===== src/hdl/brew_preinfusion_sequencer_defines.svh =====
// Assertion macros used by the brew pre-infusion sequencer core.
`ifndef BREW_PREINFUSION_SEQUENCER_DEFINES_SVH
`define BREW_PREINFUSION_SEQUENCER_DEFINES_SVH

// Same-cycle implication, checked on every rising edge outside reset.
`define BPS_ASSERT_IMPL(label, clk, rst_n, ante, cons, msg) \
    label: assert property (@(posedge clk) disable iff (!(rst_n)) (ante) |-> (cons)) \
        else $error(msg);

// Next-cycle implication, checked on every rising edge outside reset.
`define BPS_ASSERT_NEXT(label, clk, rst_n, ante, cons, msg) \
    label: assert property (@(posedge clk) disable iff (!(rst_n)) (ante) |=> (cons)) \
        else $error(msg);

`endif


===== src/hdl/bps_pkg.sv =====
// Types and constants shared by the brew pre-infusion sequencer modules.
package bps_pkg;

    localparam int MS_W  = 16;
    localparam int CFG_W = 16;
    localparam int IDX_W = 3;

    // Phase codes as reported on the result word.
    localparam logic [1:0] PH_IDLE  = 2'd0;
    localparam logic [1:0] PH_PUMP  = 2'd1;
    localparam logic [1:0] PH_DELAY = 2'd2;
    localparam logic [1:0] PH_BREW  = 2'd3;

    // Configuration register indexes.
    localparam logic [IDX_W-1:0] REG_PI_ENABLE = 3'd0;
    localparam logic [IDX_W-1:0] REG_PI_PUMP   = 3'd1;
    localparam logic [IDX_W-1:0] REG_PI_DELAY  = 3'd2;
    localparam logic [IDX_W-1:0] REG_BT_ENABLE = 3'd3;
    localparam logic [IDX_W-1:0] REG_BT_LIMIT  = 3'd4;

    typedef struct packed {
        logic            preinfusion_enable;
        logic [MS_W-1:0] preinfusion_pump_ms;
        logic [MS_W-1:0] preinfusion_delay_ms;
        logic            brew_timer_enable;
        logic [MS_W-1:0] brew_limit_ms;
    } t_cfg;

    typedef struct packed {
        logic            pump_on;
        logic            valve_on;
        logic [1:0]      phase;
        logic [MS_W-1:0] elapsed_ms;
        logic            brew_done;
    } t_result;

endpackage


===== src/hdl/bps_in_if.sv =====
// Input channel interface: one brew pass word per handshake.
interface bps_in_if #(
    parameter int TIME_BITS = 32
);
    logic                 valid;
    logic                 ready;
    logic [TIME_BITS-1:0] now_ms;
    logic                 first_pass;

    modport source (output valid, output now_ms, output first_pass, input ready);
    modport sink   (input valid, input now_ms, input first_pass, output ready);
endinterface


===== src/hdl/bps_out_if.sv =====
// Output channel interface: one result word per handshake.
interface bps_out_if;
    logic        valid;
    logic        ready;
    logic        pump_on;
    logic        valve_on;
    logic [1:0]  phase;
    logic [15:0] elapsed_ms;
    logic        brew_done;

    modport source (output valid, output pump_on, output valve_on, output phase,
                    output elapsed_ms, output brew_done, input ready);
    modport sink   (input valid, input pump_on, input valve_on, input phase,
                    input elapsed_ms, input brew_done, output ready);
endinterface


===== src/hdl/bps_cfg_regs.sv =====
// Configuration register bank of the brew pre-infusion sequencer.
module bps_cfg_regs (
    input  logic                     i_clk,
    input  logic                     i_rst_n,
    input  logic                     i_cfg_we,
    input  logic [bps_pkg::IDX_W-1:0] i_cfg_idx,
    input  logic [bps_pkg::CFG_W-1:0] i_cfg_data,
    output bps_pkg::t_cfg            o_cfg
);
    import bps_pkg::*;

    t_cfg r_cfg;
    t_cfg n_cfg;

    always_comb begin
        n_cfg = r_cfg;
        if (i_cfg_we) begin
            unique case (i_cfg_idx)
                REG_PI_ENABLE: n_cfg.preinfusion_enable   = i_cfg_data[0];
                REG_PI_PUMP:   n_cfg.preinfusion_pump_ms  = i_cfg_data[MS_W-1:0];
                REG_PI_DELAY:  n_cfg.preinfusion_delay_ms = i_cfg_data[MS_W-1:0];
                REG_BT_ENABLE: n_cfg.brew_timer_enable    = i_cfg_data[0];
                REG_BT_LIMIT:  n_cfg.brew_limit_ms        = i_cfg_data[MS_W-1:0];
                default:       n_cfg = r_cfg;
            endcase
        end
    end

    always_ff @(posedge i_clk) begin
        if (!i_rst_n) begin
            r_cfg <= '0;
        end else begin
            r_cfg <= n_cfg;
        end
    end

    assign o_cfg = r_cfg;

endmodule


===== src/hdl/bps_core.sv =====
// Phase sequencer: holds the brew cycle state and computes one result per pass.
`include "brew_preinfusion_sequencer_defines.svh"

module bps_core #(
    parameter int TIME_BITS = 32
) (
    input  logic                 i_clk,
    input  logic                 i_rst_n,
    input  logic                 i_step,
    input  logic [TIME_BITS-1:0] i_now,
    input  logic                 i_first,
    input  bps_pkg::t_cfg        i_cfg,
    output bps_pkg::t_result     o_res
);
    import bps_pkg::*;

    typedef enum logic [1:0] {
        S_IDLE  = 2'd0,
        S_PUMP  = 2'd1,
        S_DELAY = 2'd2,
        S_BREW  = 2'd3
    } t_state;

    t_state               r_state, n_state;
    logic [TIME_BITS-1:0] r_start, n_start;
    logic                 r_pend,  n_pend;
    logic                 r_pump,  n_pump;
    logic                 r_valve, n_valve;

    t_state               w_ph;
    t_state               w_shown;
    logic [TIME_BITS-1:0] w_base;
    logic [TIME_BITS-1:0] w_diff;
    logic                 w_hold;
    logic                 w_brew;
    logic                 w_delay_end;
    logic [MS_W-1:0]      w_elapsed;
    logic                 w_done;

    // A first pass restarts the timing base before the phase checks run.
    always_comb begin
        w_ph    = r_state;
        w_base  = r_start;
        n_pend  = r_pend;
        n_pump  = r_pump;
        n_valve = r_valve;
        w_hold  = 1'b0;
        if (i_first) begin
            w_base = i_now;
            n_pend = 1'b1;
            if (i_cfg.preinfusion_enable) begin
                w_ph    = S_PUMP;
                n_pump  = 1'b1;
                n_valve = 1'b1;
                w_hold  = 1'b1;
            end else if (w_ph != S_PUMP && w_ph != S_DELAY) begin
                w_ph = S_BREW;
            end
        end
        w_shown = w_ph;
        w_diff  = i_now - w_base;

        w_brew      = 1'b0;
        w_delay_end = 1'b0;
        n_start     = w_base;
        w_elapsed   = '0;
        w_done      = 1'b0;

        if (!w_hold) begin
            case (w_ph)
                S_PUMP: begin
                    if (w_diff >= TIME_BITS'(i_cfg.preinfusion_pump_ms)) begin
                        n_pump  = 1'b0;
                        n_valve = 1'b0;
                        w_ph    = S_DELAY;
                        n_start = i_now;
                    end
                end
                S_DELAY: begin
                    if (w_diff >= TIME_BITS'(i_cfg.preinfusion_delay_ms)) begin
                        w_ph        = S_BREW;
                        n_start     = i_now;
                        w_brew      = 1'b1;
                        w_delay_end = 1'b1;
                    end
                end
                S_BREW:  w_brew = 1'b1;
                default: w_brew = 1'b0;
            endcase
        end

        // The pass that ends the delay also takes the first brewing step at zero.
        if (w_brew) begin
            w_shown = S_BREW;
            if (n_pend) begin
                n_pend  = 1'b0;
                n_pump  = 1'b1;
                n_valve = 1'b1;
            end
            w_elapsed = w_delay_end ? '0 : w_diff[MS_W-1:0];
            if (i_cfg.brew_timer_enable && w_elapsed >= i_cfg.brew_limit_ms) begin
                n_pump  = 1'b0;
                n_valve = 1'b0;
                w_ph    = S_IDLE;
                w_done  = 1'b1;
            end
        end
        n_state = w_ph;

        o_res.pump_on    = n_pump;
        o_res.valve_on   = n_valve;
        o_res.phase      = w_shown;
        o_res.elapsed_ms = w_elapsed;
        o_res.brew_done  = w_done;
    end

    always_ff @(posedge i_clk) begin
        if (!i_rst_n) begin
            r_state <= S_IDLE;
            r_start <= '0;
            r_pend  <= 1'b0;
            r_pump  <= 1'b0;
            r_valve <= 1'b0;
        end else if (i_step) begin
            r_state <= n_state;
            r_start <= n_start;
            r_pend  <= n_pend;
            r_pump  <= n_pump;
            r_valve <= n_valve;
        end
    end

    `BPS_ASSERT_IMPL(a_done_drops_relays, i_clk, i_rst_n, o_res.brew_done,
        !o_res.pump_on && !o_res.valve_on && o_res.phase == PH_BREW,
        "brew done without relays off in brew phase")
    `BPS_ASSERT_IMPL(a_elapsed_only_brew, i_clk, i_rst_n, o_res.elapsed_ms != '0,
        o_res.phase == PH_BREW, "elapsed time reported outside brew phase")
    `BPS_ASSERT_NEXT(a_done_goes_idle, i_clk, i_rst_n, i_step && o_res.brew_done,
        r_state == S_IDLE, "cycle did not return to idle after brew done")
    `BPS_ASSERT_NEXT(a_brew_clears_pend, i_clk, i_rst_n, i_step && o_res.phase == PH_BREW,
        !r_pend, "relay switch-on still pending after a brewing step")

endmodule


===== src/hdl/brew_preinfusion_sequencer.sv =====
// Top level of the brew pre-infusion sequencer: channels, config port, pipeline.
//
// Usage: every pass of the brew routine is sent as one word on i_in, carrying the
// free-running millisecond time (now_ms) and a first-pass flag. Each input word
// yields exactly one result word on o_out: relay levels, the last phase in which the
// pass ran, the 16-bit brew elapsed time and a brew-done flag.
// Each accepted pass is held in the input register until the result slot frees;
// the phase logic then writes the result register, which offers the result word
// on o_out until the receiver takes it.
// One word per cycle is taken while the receiver does not stall; the phase logic
// is a single subtract and a set of compares between the input and result registers.
// Configuration registers are written through i_cfg_we, i_cfg_idx and i_cfg_data,
// one register per cycle; the user must write them only while no pass is in flight,
// as the block has no check for it. When the receiver stalls, the result register
// holds its word and the input register keeps one more pass; i_in.ready falls only
// when both are full. Synchronous reset clears the configuration to zero, returns
// the cycle to idle with both relays off and empties both registers.
module brew_preinfusion_sequencer #(
    parameter int TIME_BITS = 32
) (
    input  logic                      i_clk,
    input  logic                      i_rst_n,
    bps_in_if.sink                    i_in,
    bps_out_if.source                 o_out,
    input  logic                      i_cfg_we,
    input  logic [bps_pkg::IDX_W-1:0] i_cfg_idx,
    input  logic [bps_pkg::CFG_W-1:0] i_cfg_data
);
    import bps_pkg::*;

    t_cfg    w_cfg;
    t_result w_res;

    // Input register: one pass waiting for the phase logic.
    logic                 r_in_valid;
    logic [TIME_BITS-1:0] r_now;
    logic                 r_first;

    // Result register: one finished word waiting for the receiver.
    logic    r_out_valid;
    t_result r_res;

    logic w_advance;
    logic w_in_ready;

    // The phase logic fires whenever a pass is waiting and the result slot frees.
    assign w_advance  = r_in_valid && (!r_out_valid || o_out.ready);
    assign w_in_ready = !r_in_valid || w_advance;

    bps_cfg_regs u_cfg (
        .i_clk      (i_clk),
        .i_rst_n    (i_rst_n),
        .i_cfg_we   (i_cfg_we),
        .i_cfg_idx  (i_cfg_idx),
        .i_cfg_data (i_cfg_data),
        .o_cfg      (w_cfg)
    );

    bps_core #(
        .TIME_BITS (TIME_BITS)
    ) u_core (
        .i_clk   (i_clk),
        .i_rst_n (i_rst_n),
        .i_step  (w_advance),
        .i_now   (r_now),
        .i_first (r_first),
        .i_cfg   (w_cfg),
        .o_res   (w_res)
    );

    always_ff @(posedge i_clk) begin
        if (!i_rst_n) begin
            r_in_valid <= 1'b0;
        end else if (w_in_ready) begin
            r_in_valid <= i_in.valid;
        end
    end

    // Payload needs no reset; it is only used under r_in_valid.
    always_ff @(posedge i_clk) begin
        if (w_in_ready && i_in.valid) begin
            r_now   <= i_in.now_ms;
            r_first <= i_in.first_pass;
        end
    end

    always_ff @(posedge i_clk) begin
        if (!i_rst_n) begin
            r_out_valid <= 1'b0;
        end else if (w_advance) begin
            r_out_valid <= 1'b1;
        end else if (o_out.ready) begin
            r_out_valid <= 1'b0;
        end
    end

    always_ff @(posedge i_clk) begin
        if (w_advance) begin
            r_res <= w_res;
        end
    end

    assign i_in.ready       = w_in_ready;
    assign o_out.valid      = r_out_valid;
    assign o_out.pump_on    = r_res.pump_on;
    assign o_out.valve_on   = r_res.valve_on;
    assign o_out.phase      = r_res.phase;
    assign o_out.elapsed_ms = r_res.elapsed_ms;
    assign o_out.brew_done  = r_res.brew_done;

endmodule


===== src/flat_wrapper.sv =====
// flat-port wrapper written by rule: the top's interface ports become plain ports
module brew_preinfusion_sequencer_flat import bps_pkg::*;
#(
    parameter int TIME_BITS = 32
)
  (i_clk, i_rst_n, i_cfg_we, i_cfg_idx, i_cfg_data, i_in_valid, i_in_now_ms, i_in_first_pass, i_in_ready, o_out_valid, o_out_pump_on, o_out_valve_on, o_out_phase, o_out_elapsed_ms, o_out_brew_done, o_out_ready);
  bps_in_if #(.TIME_BITS(TIME_BITS)) i_in_i ();
  bps_out_if o_out_i ();
  input  logic i_clk;
  input  logic i_rst_n;
  input  logic i_cfg_we;
  input  logic [bps_pkg::IDX_W-1:0] i_cfg_idx;
  input  logic [bps_pkg::CFG_W-1:0] i_cfg_data;
  input wire logic [$bits(i_in_i.valid)-1:0] i_in_valid;
  input wire logic [$bits(i_in_i.now_ms)-1:0] i_in_now_ms;
  input wire logic [$bits(i_in_i.first_pass)-1:0] i_in_first_pass;
  output wire logic [$bits(i_in_i.ready)-1:0] i_in_ready;
  output wire logic [$bits(o_out_i.valid)-1:0] o_out_valid;
  output wire logic [$bits(o_out_i.pump_on)-1:0] o_out_pump_on;
  output wire logic [$bits(o_out_i.valve_on)-1:0] o_out_valve_on;
  output wire logic [$bits(o_out_i.phase)-1:0] o_out_phase;
  output wire logic [$bits(o_out_i.elapsed_ms)-1:0] o_out_elapsed_ms;
  output wire logic [$bits(o_out_i.brew_done)-1:0] o_out_brew_done;
  input wire logic [$bits(o_out_i.ready)-1:0] o_out_ready;
  assign i_in_i.valid = i_in_valid;
  assign i_in_i.now_ms = i_in_now_ms;
  assign i_in_i.first_pass = i_in_first_pass;
  assign i_in_ready = i_in_i.ready;
  assign o_out_valid = o_out_i.valid;
  assign o_out_pump_on = o_out_i.pump_on;
  assign o_out_valve_on = o_out_i.valve_on;
  assign o_out_phase = o_out_i.phase;
  assign o_out_elapsed_ms = o_out_i.elapsed_ms;
  assign o_out_brew_done = o_out_i.brew_done;
  assign o_out_i.ready = o_out_ready;
  brew_preinfusion_sequencer #(.TIME_BITS(TIME_BITS)) u_core (.i_clk(i_clk), .i_rst_n(i_rst_n), .i_in(i_in_i), .o_out(o_out_i), .i_cfg_we(i_cfg_we), .i_cfg_idx(i_cfg_idx), .i_cfg_data(i_cfg_data));
endmodule

===== config.mk =====
export PLATFORM = sky130hd
export DESIGN_NAME = brew_preinfusion_sequencer_flat
export DESIGN_NICKNAME = d
export VERILOG_FILES = /design/src/hdl/bps_pkg.sv /design/src/hdl/bps_in_if.sv /design/src/hdl/bps_out_if.sv /design/src/hdl/bps_cfg_regs.sv /design/src/hdl/bps_core.sv /design/src/hdl/brew_preinfusion_sequencer.sv /design/src/flat_wrapper.sv
export VERILOG_INCLUDE_DIRS = /design/src /design/src/hdl
export SDC_FILE = /design/constraint.sdc
export NUM_CORES = 1
export LEC_CHECK = 0
export BUFFER_PORTS_ARGS = -buffer_cell sky130_fd_sc_hd__clkbuf_2
export CORE_AREA = 2 2 197 199
export DETAILED_ROUTE_END_ITERATION = 10
export DIE_AREA = 0 0 199 201
export HOLD_SLACK_MARGIN = 0.05
export SLEW_MARGIN = 20
export SYNTH_ARGS = -nofsm -noshare
export SYNTH_HDL_FRONTEND = slang
export SYNTH_SLANG_ARGS = --single-unit

===== constraint.sdc =====
create_clock -name i_clk -period 10.4 [get_ports i_clk]
set_input_delay 1.04 -clock i_clk [delete_from_list [all_inputs] [get_ports i_clk]]
set_output_delay 1.04 -clock i_clk [all_outputs]
set_load 0.02 [all_outputs]

**Word-level counts from Yosys, hierarchy flattened**

Index checks and enable logic that the tools add are counted.
Widths: inputs -> output; s select.

- Output and inout port bits: 23
- Input bits: 57
- Register bits: 143

- Muxes and demuxes: 43
- Magnitude comparators: 3
- Reduce and logical (&&, ||, !) cells: 15
- Add/subtract/negate cells: 1
- Equality and inequality tests: 9

Operator list:

| cell | number |
|---|---|
| $mux 32 | 4 |
| $ge 32x16->1 | 2 |
| $pmux 32 s2 | 1 |
| $sub 32x32->32 | 1 |
| $mux 1 | 27 |
| $ge 16x16->1 | 1 |
| $mux 16 | 1 |
| $mux 2 | 8 |
| $reduce_and 2->1 | 5 |
| $eq 3x2->1 const B | 2 |
| $eq 2x2->1 const B | 2 |
| $logic_and 1x1->1 | 4 |
| $pmux 2 s2 | 1 |
| $eq 3x1->1 const B | 1 |
| $eq 3x3->1 const B | 1 |
| $logic_not 3->1 | 1 |
| $eq 2x1->1 const B | 1 |
| $logic_not 1->1 | 2 |
| $logic_or 1x1->1 | 2 |
| $ne 2x1->1 const B | 1 |
| $ne 2x2->1 const B | 1 |
| $pmux 1 s2 | 1 |
| $reduce_bool 2->1 | 1 |

**Depth between registers and ports, before layout**

Gate-level depths: netlist of run 1.

- Depth after elaboration: 13
- Depth in mapped cells: 38

**Modules after synthesis**

A second synthesis of run 1 with hierarchy kept.

- Cells, all modules: 978
- Area, all modules: 9233.9 um2

By module, submodules not included:

| module | times used | area an instance (um2) | cells each | seq. area each (um2) |
|---|---|---|---|---|
| bps_core | 1 | 5592.9 | 731 | 740.7 |
| bps_cfg_regs | 1 | 1915.6 | 184 | 1001.0 |
| brew_preinfusion_sequencer | 1 | 1725.4 | 63 | 1661.6 |

**Least setup slack after synthesis of run 1**

No wires, ideal clock.

- Path kind: register to register
- Start point: register u_core.r_first
- End point: register u_core.u_core.r_pump
- Path buffers: 4
- Data required time: 10.341 ns
- Path slack: 2.735 ns
- Period minus slack after synthesis: 7.665 ns
- Data arrival time: 7.606 ns
- Cell stages (with the launch flop): 35
- Path through: edfxtp_1 -> buf_1 -> clkbuf_1 -> buf_1 -> mux2i_1 -> fa_1 -> a21o_1 -> a311o_1 -> and2_1 -> a21boi_0 -> xor2_1 -> inv_1 -> ha_1 -> and4_1 -> a21oi_1 -> nand2_1 -> a31oi_1 -> o21a_1 -> and2_1 -> nand4_1 -> and3_1 -> clkbuf_1 -> or2_2 -> ha_1 -> nand2b_1 -> a21o_1 -> a21o_1 -> a211oi_1 -> o21ai_0 -> a211oi_1 -> o21ai_0 -> a221oi_1 -> nor4b_4 -> o21ai_1 -> a31o_1

- Longest elaborated chain between the ends: 11

RTL lines:

| element | line | source |
|---|---|---|
| start, declared | brew_preinfusion_sequencer.sv:37 | `logic r_first;` |
| start signal, assigned | brew_preinfusion_sequencer.sv:83 | `r_first <= i_in.first_pass;` |
| $mux 32 | bps_core.sv:48 | `if (i_first) begin` |
| $sub 32x32->32 | bps_core.sv:61 | `w_diff = i_now - w_base;` |
| $ge 32x16->1 | bps_core.sv:80 | `if (w_diff >= TIME_BITS'(i_cfg.preinfusion_delay_ms)) begin` |
| $mux 1 | bps_core.sv:80 |  |
| $mux 1 | bps_core.sv:70 | `case (w_ph)` |
| $mux 1 | bps_core.sv:69 | `if (!w_hold) begin` |
| $mux 16 | bps_core.sv:100 | `w_elapsed = w_delay_end ? '0 : w_diff[MS_W-1:0];` |
| $ge 16x16->1 | bps_core.sv:101 | `if (i_cfg.brew_timer_enable && w_elapsed >= i_cfg.brew_limit_ms) begin` |
| $logic_and 1x1->1 | bps_core.sv:101 |  |
| $mux 1 | bps_core.sv:101 |  |
| $mux 1 * | bps_core.sv:93 | `if (w_brew) begin` |
| end signal, assigned | bps_core.sv:128 | `r_pump <= n_pump;` |
| end, declared | bps_core.sv:27 | `logic r_pump, n_pump;` |

Every way passes the cells marked *; elsewhere a longest branch is shown, timed or not.
A chain may end at the register's enable or synchronous reset.

**Worst setup path in the final report of run 1**

- Start point: register u_core.r_first
- End point: register u_core.u_core.r_valve

- Longest elaborated chain between the ends: 11

RTL lines:

| element | line | source |
|---|---|---|
| $mux 32 | bps_core.sv:48 |  |
| $sub 32x32->32 | bps_core.sv:61 |  |
| $ge 32x16->1 | bps_core.sv:80 |  |
| $mux 1 | bps_core.sv:80 |  |
| $mux 1 | bps_core.sv:70 |  |
| $mux 1 | bps_core.sv:69 |  |
| $mux 16 | bps_core.sv:100 |  |
| $ge 16x16->1 | bps_core.sv:101 |  |
| $logic_and 1x1->1 | bps_core.sv:101 |  |
| $mux 1 | bps_core.sv:101 |  |
| $mux 1 * | bps_core.sv:93 |  |
| end signal, assigned | bps_core.sv:129 | `r_valve <= n_valve;` |
| end, declared | bps_core.sv:28 | `logic r_valve, n_valve;` |

Marked as above.

==> results.txt, run 1 <==
The flow ran to the end, and the final reports show no timing, DRC or antenna violations. The final global-route overflow total came out at 0. The average wire per standard cell came out at 16.0 um. The number of top-level pins is 80. The proportion of layout cells with a drive suffix above 1 came out at 15.0%. The finished layout holds 1,638 standard cells, fillers aside. The number of buffers added to fix hold violations after cts came out at 0.

The cell sitting at the root of the clock tree is a sky130_fd_sc_hd__clkbuf_16. The worst hold path terminates at u_core.u_cfg.o_cfg[34]. The min-delay analysis places its worst path in the category reg -> reg. On the worst path, the slowest cell contributes a delay of 0.63 ns. The number of gates resized after CTS was 0. The required time at the worst-slack endpoint came out at 10.78 ns. The clock-pin slew on the worst setup and hold paths is 0.07 ns. The number of nets in the synthesized netlist is 1,192. The data arrival time of the critical path came out at 8.34 ns. For the pin with the worst max-slew slack, the measured transition is 0.853 ns.

The DRC marker count from the first detailed-route iteration came out at 487. For flop-to-flop paths, the worst setup slack is 2.45 ns. The number of enable-type register cells in the synthesized netlist is 54. The maximum resistive drop on vdd came out at 0.115 mV. The final max-slew violation count came out at 0. The number of core rows is 72.

Of all nets on the critical path, the largest fanout is 32. In this design, the critical path's most frequently occurring cell is sky130_fd_sc_hd__ha_1. The area growth from synthesis to layout is 15.4%.

The most common cell in the synthesized netlist is sky130_fd_sc_hd__nand2_1. The global routing usage on met2 is 20.7%. In this run, synthesis produced a sequential element count of 143. For this run, design rule violations remaining after detail routing come to 0. Once the clock tree was built, the setup fixing pass inserted 0 buffers. The count of fill cells added during filler insertion is 3,986. The number of antenna-violating nets in the routed design came out at 0. The routed layout has 7,929 vias. After layout, the worst path uses 76.5% of the clock period.

For this design, the slowest cell found on the critical path is sky130_fd_sc_hd__edfxtp_1. The largest area contributor in the synthesized netlist is sky130_fd_sc_hd__dfxtp_1. The iteration count of the initial detailed-routing pass came out at 5. The core footprint is 0.0381 mm2. The shortest clock period the worst path allows after layout came out at 7.95 ns. The post-route cell area is 0.0108 mm2.

In the synthesized netlist, the cells that appear most often are sky130_fd_sc_hd__nand2_1, sky130_fd_sc_hd__dfxtp_1, sky130_fd_sc_hd__ha_1. The H-tree depth reported by CTS came out at 4. The area enclosed by the die boundary is 0.0400 mm2. For this run, global-route usage on met3 was measured as 2.47%. Measured along the x axis, the die boundary spans 199 um.

The worst hold path was traced through 2 stages. The number of different library cells used by synthesis comes to 84. The via count of the first global-routing pass came out at 7,613. The cell count after placement is 1,606.

The floorplan step set the die height to 201 um. STA classifies the critical path startpoint as a flop. For this run, the top clock speed supported by timing is 126 MHz. The pin count of the biggest net entering global routing came out at 70. In the final timing run, aggregate negative setup slack is 0 ns. The number of failing hold endpoints at the final stage is 0. In this run the mean area of a mapped cell was 8.93 um2. The clock tree from TritonCTS is built. By area the synthesized netlist is led by sky130_fd_sc_hd__dfxtp_1, sky130_fd_sc_hd__edfxtp_1, sky130_fd_sc_hd__ha_1. The area fraction of the dominant cell type after synthesis is 19.0%. The startpoint identified for the worst register-to-register timing path is u_core.r_first. The clock skew is 0.0131 ns. The top cell family by delay on the critical path is compound AO/OA/AOI/OAI gates. The initial core utilization came out at 24.6%. The initial antenna violation count was 0. The number of vias per cell after detailed routing came out at 4.84. The startpoint identified for the worst hold timing path is u_core.u_cfg.o_cfg[34]. The clock reaches the later pin of the worst-skew pair after 0.44 ns. The number of buffers and inverters on the critical path is 2. Summing all placed instances gives a cell area of 0.0103 mm2.

Setup repair after global routing left no endpoint under its margin. The number of cells traversed by the worst register-to-register path came out at 31. The worst slew margin relative to its limit is 43.0%.

STA classifies the critical path endpoint as a flop. The final net count is 1,247. The overall track demand over capacity in global routing came out at 13.1%. The total half-perimeter wirelength after legalization and detailed placement is 19.9 mm. The number of stages on the worst setup path came out at 31.

The count of clock tree sinks is 143. During synthesis, Yosys emitted a total of 0 warnings. The number of buffers between clock root and the deepest sink came out at 2.

The critical path in this run is classified as reg -> reg. The cell area after synthesis is 0.00939 mm2. The sum of routed wire length over all layers came out at 26.3 mm. The fraction of registers with async set/reset came out at 0%. The wire length of the first global-routing pass is 41.2 mm.

The leakage power of the design came out at 4.10 nW. The first element of the critical path is u_core.r_first. Input and output buffers added on the ports amount to 79. The diode insertion count for antenna repair came out at 0. The max-cap check violation count came out at 0. The met1 usage in global routing is 18.1%. The post-place setup slack is 2.56 ns.

The placer's final routability congestion estimate is 0.934. In this run, CTS created clock tree buffers numbering 17. After technology mapping, the gate count stands at 1,052. Power spread over the standard cell area amounts to 173 mW/mm2. The predominant post-synthesis flop cell is sky130_fd_sc_hd__dfxtp_1. The most crowded layer after global routing is met2. The setup slack after layout is 2.45 ns.

The worst register-to-register path ends at u_core.u_core.r_valve. The sequential area share after synthesis is 36.2%. The total setup violations reported at the end of the flow came out at 0.
state kept, by name, indices dropped and copies added, names as in the netlist:
register,count
u_core.o_out.elapsed_ms,16
u_core.u_core.r_valve,1
u_core.r_first,1
u_core.o_out.phase,2
u_core.u_cfg.o_cfg,50
u_core.u_core.r_start,32
u_core.o_out.valid,1
u_core.u_core.r_state,2
u_core.r_in_valid,1
u_core.u_core.r_pump,1
u_core.r_now,32
u_core.u_core.r_pend,1
u_core.o_out.brew_done,1
u_core.o_out.pump_on,1
u_core.o_out.valve_on,1
layout make-up:
class	count	area, um2	area share [%]
multi-input cells	784	5470	50.5
flip-flops and latches	143	3400	31.4
well taps	518	648	5.98
clock buffers	19	464	4.29
repair buffers	86	448	4.13
inverters	75	282	2.60
clock inverters	13	116	1.07
worst reg2reg max path, delay by kind of cell, from the launching register on:
| kind | cells | cell delay [ns] |
|---|---|---|
| AND/OR/NAND/NOR | 9 | 1.80 |
| flip-flops | 1 | 0.63 |
| adder cells (fa/ha/maj) | 3 | 0.90 |
| XOR/XNOR | 1 | 0.31 |
| multiplexers | 1 | 0.27 |
| AO/OA/AOI/OAI | 15 | 3.34 |
| buffers and inverters | 2 | 0.65 |
power breakdown:
part	leakage, nW	switching (mW)	internal, mW
registers	1.25	0.0217	0.618
clock network	0.293	0.284	0.337
logic	2.56	0.386	0.229
total	4.10	0.692	1.18
worst max path at each step:
stage | endpoint | slack (ns)
after floorplan | u_core.u_core.r_pump | 2.73
after global placement | u_core.u_core.r_valve | 2.74
after detailed placement | u_core.u_core.r_valve | 2.56
after CTS | u_core.u_core.r_valve | 2.50
after global routing | u_core.u_core.r_pump | 1.83
final | u_core.u_core.r_valve | 2.45
cell usage in the layout (no fill, tap or decap), types with 12 or more instances in the layout:
cell / netlist / final
sky130_fd_sc_hd__a21boi_0: 51 / 51
sky130_fd_sc_hd__nor2_1: 65 / 65
sky130_fd_sc_hd__a21o_1: 20 / 20
sky130_fd_sc_hd__inv_1: 74 / 74
sky130_fd_sc_hd__edfxtp_1: 54 / 54
sky130_fd_sc_hd__o2bb2ai_2: 19 / 19
sky130_fd_sc_hd__dfxtp_1: 89 / 89
sky130_fd_sc_hd__nand2b_1: 16 / 16
sky130_fd_sc_hd__ha_1: 82 / 82
sky130_fd_sc_hd__nand2_1: 177 / 177
sky130_fd_sc_hd__a21oi_1: 46 / 46
sky130_fd_sc_hd__mux2i_1: 34 / 34
sky130_fd_sc_hd__o21ai_0: 41 / 41
sky130_fd_sc_hd__xnor2_1: 12 / 12
sky130_fd_sc_hd__clkbuf_2: 0 / 79
sky130_fd_sc_hd__nand3_1: 21 / 21
sky130_fd_sc_hd__clkbuf_16: 0 / 18
metrics by stage:
stage | util, % | power [mW] | hold slack (ns)
after floorplan | - | 1.10 | 0.429
after global placement | 26.9 | 1.25 | 0.452
after detailed placement | 26.9 | 1.26 | 0.448
after CTS | 28.4 | 1.88 | 0.469
after global routing | 28.4 | 1.98 | 0.476
final | 28.4 | 1.88 | 0.465
routing by layer:
metal	wire length [um]	share of wire (%)
met5	0	0
met4	361	1.4
met3	1300	4.9
met2	11900	45
met1	12700	48
cell families after synthesis:
| kind of cell | share of synthesized area, % |
|---|---|
| buf+inv | 5.49 |
| simple gates | 17.9 |
| xor+xnor | 1.77 |
| flops | 36.2 |
| fa+ha+maj | 11.1 |
| compound gates | 23.2 |
| mux | 4.22 |
Note: power is estimated with default switching activity, not from simulation.
==> run 2: changes to the inputs <==
==> constraint.sdc (replaced) <==
create_clock -name i_clk -period 8.2 [get_ports i_clk]
set_input_delay 0.82 -clock i_clk [delete_from_list [all_inputs] [get_ports i_clk]]
set_output_delay 0.82 -clock i_clk [all_outputs]
set_load 0.02 [all_outputs]
==> run 2 against run 1 <==
Compared with the run above: fmax increased by 4.1%; largest cell class unchanged; die area unchanged; critical path depth increased by 1; sequential power rose by 27%; core utilization rose by 0.10 points; first-iteration DRC count increased by 8.2%; clock power is 30% higher; worst setup slack got worse by 1.9 ns; routed wire length fell by 3.6%; largest power group is now clock.
==> results.txt, run 2 (synthesis gave the netlist of run 1 again) <==
The number of buffers added to fix hold violations after cts is 0. STA classifies the critical path endpoint as a flop. The floorplan step defined a die boundary enclosing 0.0400 mm2. In the layout the commonest cells are sky130_fd_sc_hd__nand2_1, sky130_fd_sc_hd__dfxtp_1, sky130_fd_sc_hd__ha_1. The number of vias per cell after detailed routing came out at 4.74. The cell area after placement came out at 0.0103 mm2. TritonCTS built the clock tree. The tightest hold path in the finished design has a slack of 0.466 ns.

The post-place setup slack is 0.667 ns. The total via count in the routed design is 7,766. The vertical die dimension came out at 201 um. Of the cells placed in the final design, the portion with a size suffix greater than 1 is 15.1%.

The number of antenna-violating nets in the routed design is 0. Along the worst path, the maximum fanout reaches 18. The pin count of the biggest net entering global routing came out at 70. The total clock buffers created by CTS came out at 17.

The core footprint came out at 0.0381 mm2. The average wire per standard cell is 15.5 um. Setup repair after global routing left no endpoint under its margin. Once layout is done, the placed cells without fillers occupy 0.0109 mm2. In this design, the critical path's most frequently occurring cell is sky130_fd_sc_hd__a21o_1.

The number of buffers between clock root and the deepest sink came out at 2. The iteration count of the initial detailed-routing pass is 7. The slowest cell on the critical path is sky130_fd_sc_hd__a311o_1. The achievable frequency is 131 MHz. For this design the static power due to leakage is 4.11 nW. At the later pin of the worst-skew pair, clock insertion delay measures 0.45 ns.

The diode insertion count for antenna repair came out at 0. The initial antenna violation count was 0. The fraction of the cycle the final worst path needs came out at 93.2%. The H-tree was split into 4 levels. The sum of routed wire length over all layers is 25.3 mm.

The final-layout setup total negative slack is 0 ns. The library cell used most frequently in the layout, excluding fill and tap cells, is sky130_fd_sc_hd__nand2_1. The initial core utilization is 24.6%.

The maximum resistive drop on vdd is 0.148 mV. The number of standard cells in the layout, taps in and fillers out is 1,639. In this run the worst hold path is classified as reg -> reg. The number of core rows is 72.

The critical path is of the reg -> reg type. Setup violations remaining at the end of the flow were counted as 0. The area growth from synthesis to layout came out at 15.8%. Across the run, the number of max-cap violations was 0. The setup slack after layout came out at 0.561 ns. After detailed routing, the number of remaining DRC violations is 0. The number of failing hold endpoints at the final stage came out at 0. The setup fix buffers added after clock tree synthesis came out at 0. The count of clock tree sinks came out at 143. The cell count after placement is 1,607. The clock arrives with 0.0168 ns of skew. The required time at the worst-slack endpoint is 8.59 ns.

The horizontal extent of the die is 199 um. The placer's final routability congestion estimate came out at 0.866. The total half-perimeter wirelength after legalization and detailed placement came out at 19.4 mm. The shortest clock period the worst path allows after layout is 7.64 ns. Measured against its own limit, the worst slew margin works out to 45.9%.

The overall track demand over capacity in global routing came out at 12.8%. STA classifies the critical path startpoint as a flop. After filler insertion, the fill cell instance count of the layout stands at 3,998. The transition time of the tightest slew-check pin came out at 0.809 ns. The final net count came out at 1,248. The final max-slew violation count is 0. The number of top-level pins is 80.

The flow ran to the end, and the final reports show no timing, DRC or antenna violations. The biggest cell delay along the critical path came out at 0.42 ns. The via count of the first global-routing pass is 7,412.

After global routing the overflow that remains totals 0. The wire length of the first global-routing pass came out at 40.2 mm. Buffers placed on the I/O ports in this run total 79. The first routing iteration left 527 violations. The flip-flop count of the largest register after layout is 50. The number of gates resized after CTS was 0.

Data arrives at the worst endpoint at 8.03 ns. The clock-pin slew on the worst setup and hold paths came out at 0.07 ns. The library cell used as clock root buffer is sky130_fd_sc_hd__clkbuf_16. The areal power density over the cells is 220 mW/mm2.
run 2: routing by layer:
metal	up-vias	part of all wire (%)	global-route usage (%)
met3	34	5.4	3.01
met4	0	1.4	3.41
met5	-	0	0
met1	3650	49	17.6
met2	202	45	20.1
li1	3880	-	-
run 2: final timing paths:
kind / startpoint / endpoint / slack, ns / cells past startpoint
worst min register to register: u_core.u_cfg.o_cfg[22] / u_core.u_cfg.o_cfg[22] / 0.47 / 2
worst min-delay path: u_core.u_cfg.o_cfg[22] / u_core.u_cfg.o_cfg[22] / 0.47 / 2
worst max register to register: u_core.r_first / u_core.u_core.r_pump / 0.56 / 32
worst max-delay path: u_core.r_first / u_core.u_core.r_pump / 0.56 / 32
run 2: critical path: cells and delay by family, from the launching register on:
family | cells | cell delay, ns
AOI/OAI and AO/OA | 16 | 3.45
xor gates and xnor gates | 1 | 0.41
adders and majority gates | 4 | 1.14
buffers and inverters | 3 | 0.41
DFF | 1 | 0.37
muxes | 1 | 0.25
and+or+nand+nor | 7 | 1.53
run 2: metrics by stage:
stage                     util [%]  power, mW
final                         28.5       2.39
after global routing          28.5       2.54
after CTS                     28.5       2.41
after detailed placement      26.9       1.60
after global placement        26.9       1.58
after floorplan                  -       1.40
run 2: area by class of cell:
| type | count | area, um2 | share of cell area [%] |
|---|---|---|---|
| clock buffers | 18 | 450 | 4.14 |
| clock inverters | 14 | 161 | 1.48 |
| inverters | 75 | 282 | 2.59 |
| multi-input cells | 784 | 5470 | 50.3 |
| flip-flops and latches | 143 | 3400 | 31.3 |
| well taps | 518 | 648 | 5.96 |
| repair buffers | 87 | 455 | 4.19 |
run 2: power breakdown:
| part | internal [mW] | switching, mW | leakage (nW) |
|---|---|---|---|
| Clock | 0.453 | 0.358 | 0.301 |
| Combinational | 0.290 | 0.483 | 2.57 |
| Sequential | 0.783 | 0.0258 | 1.25 |
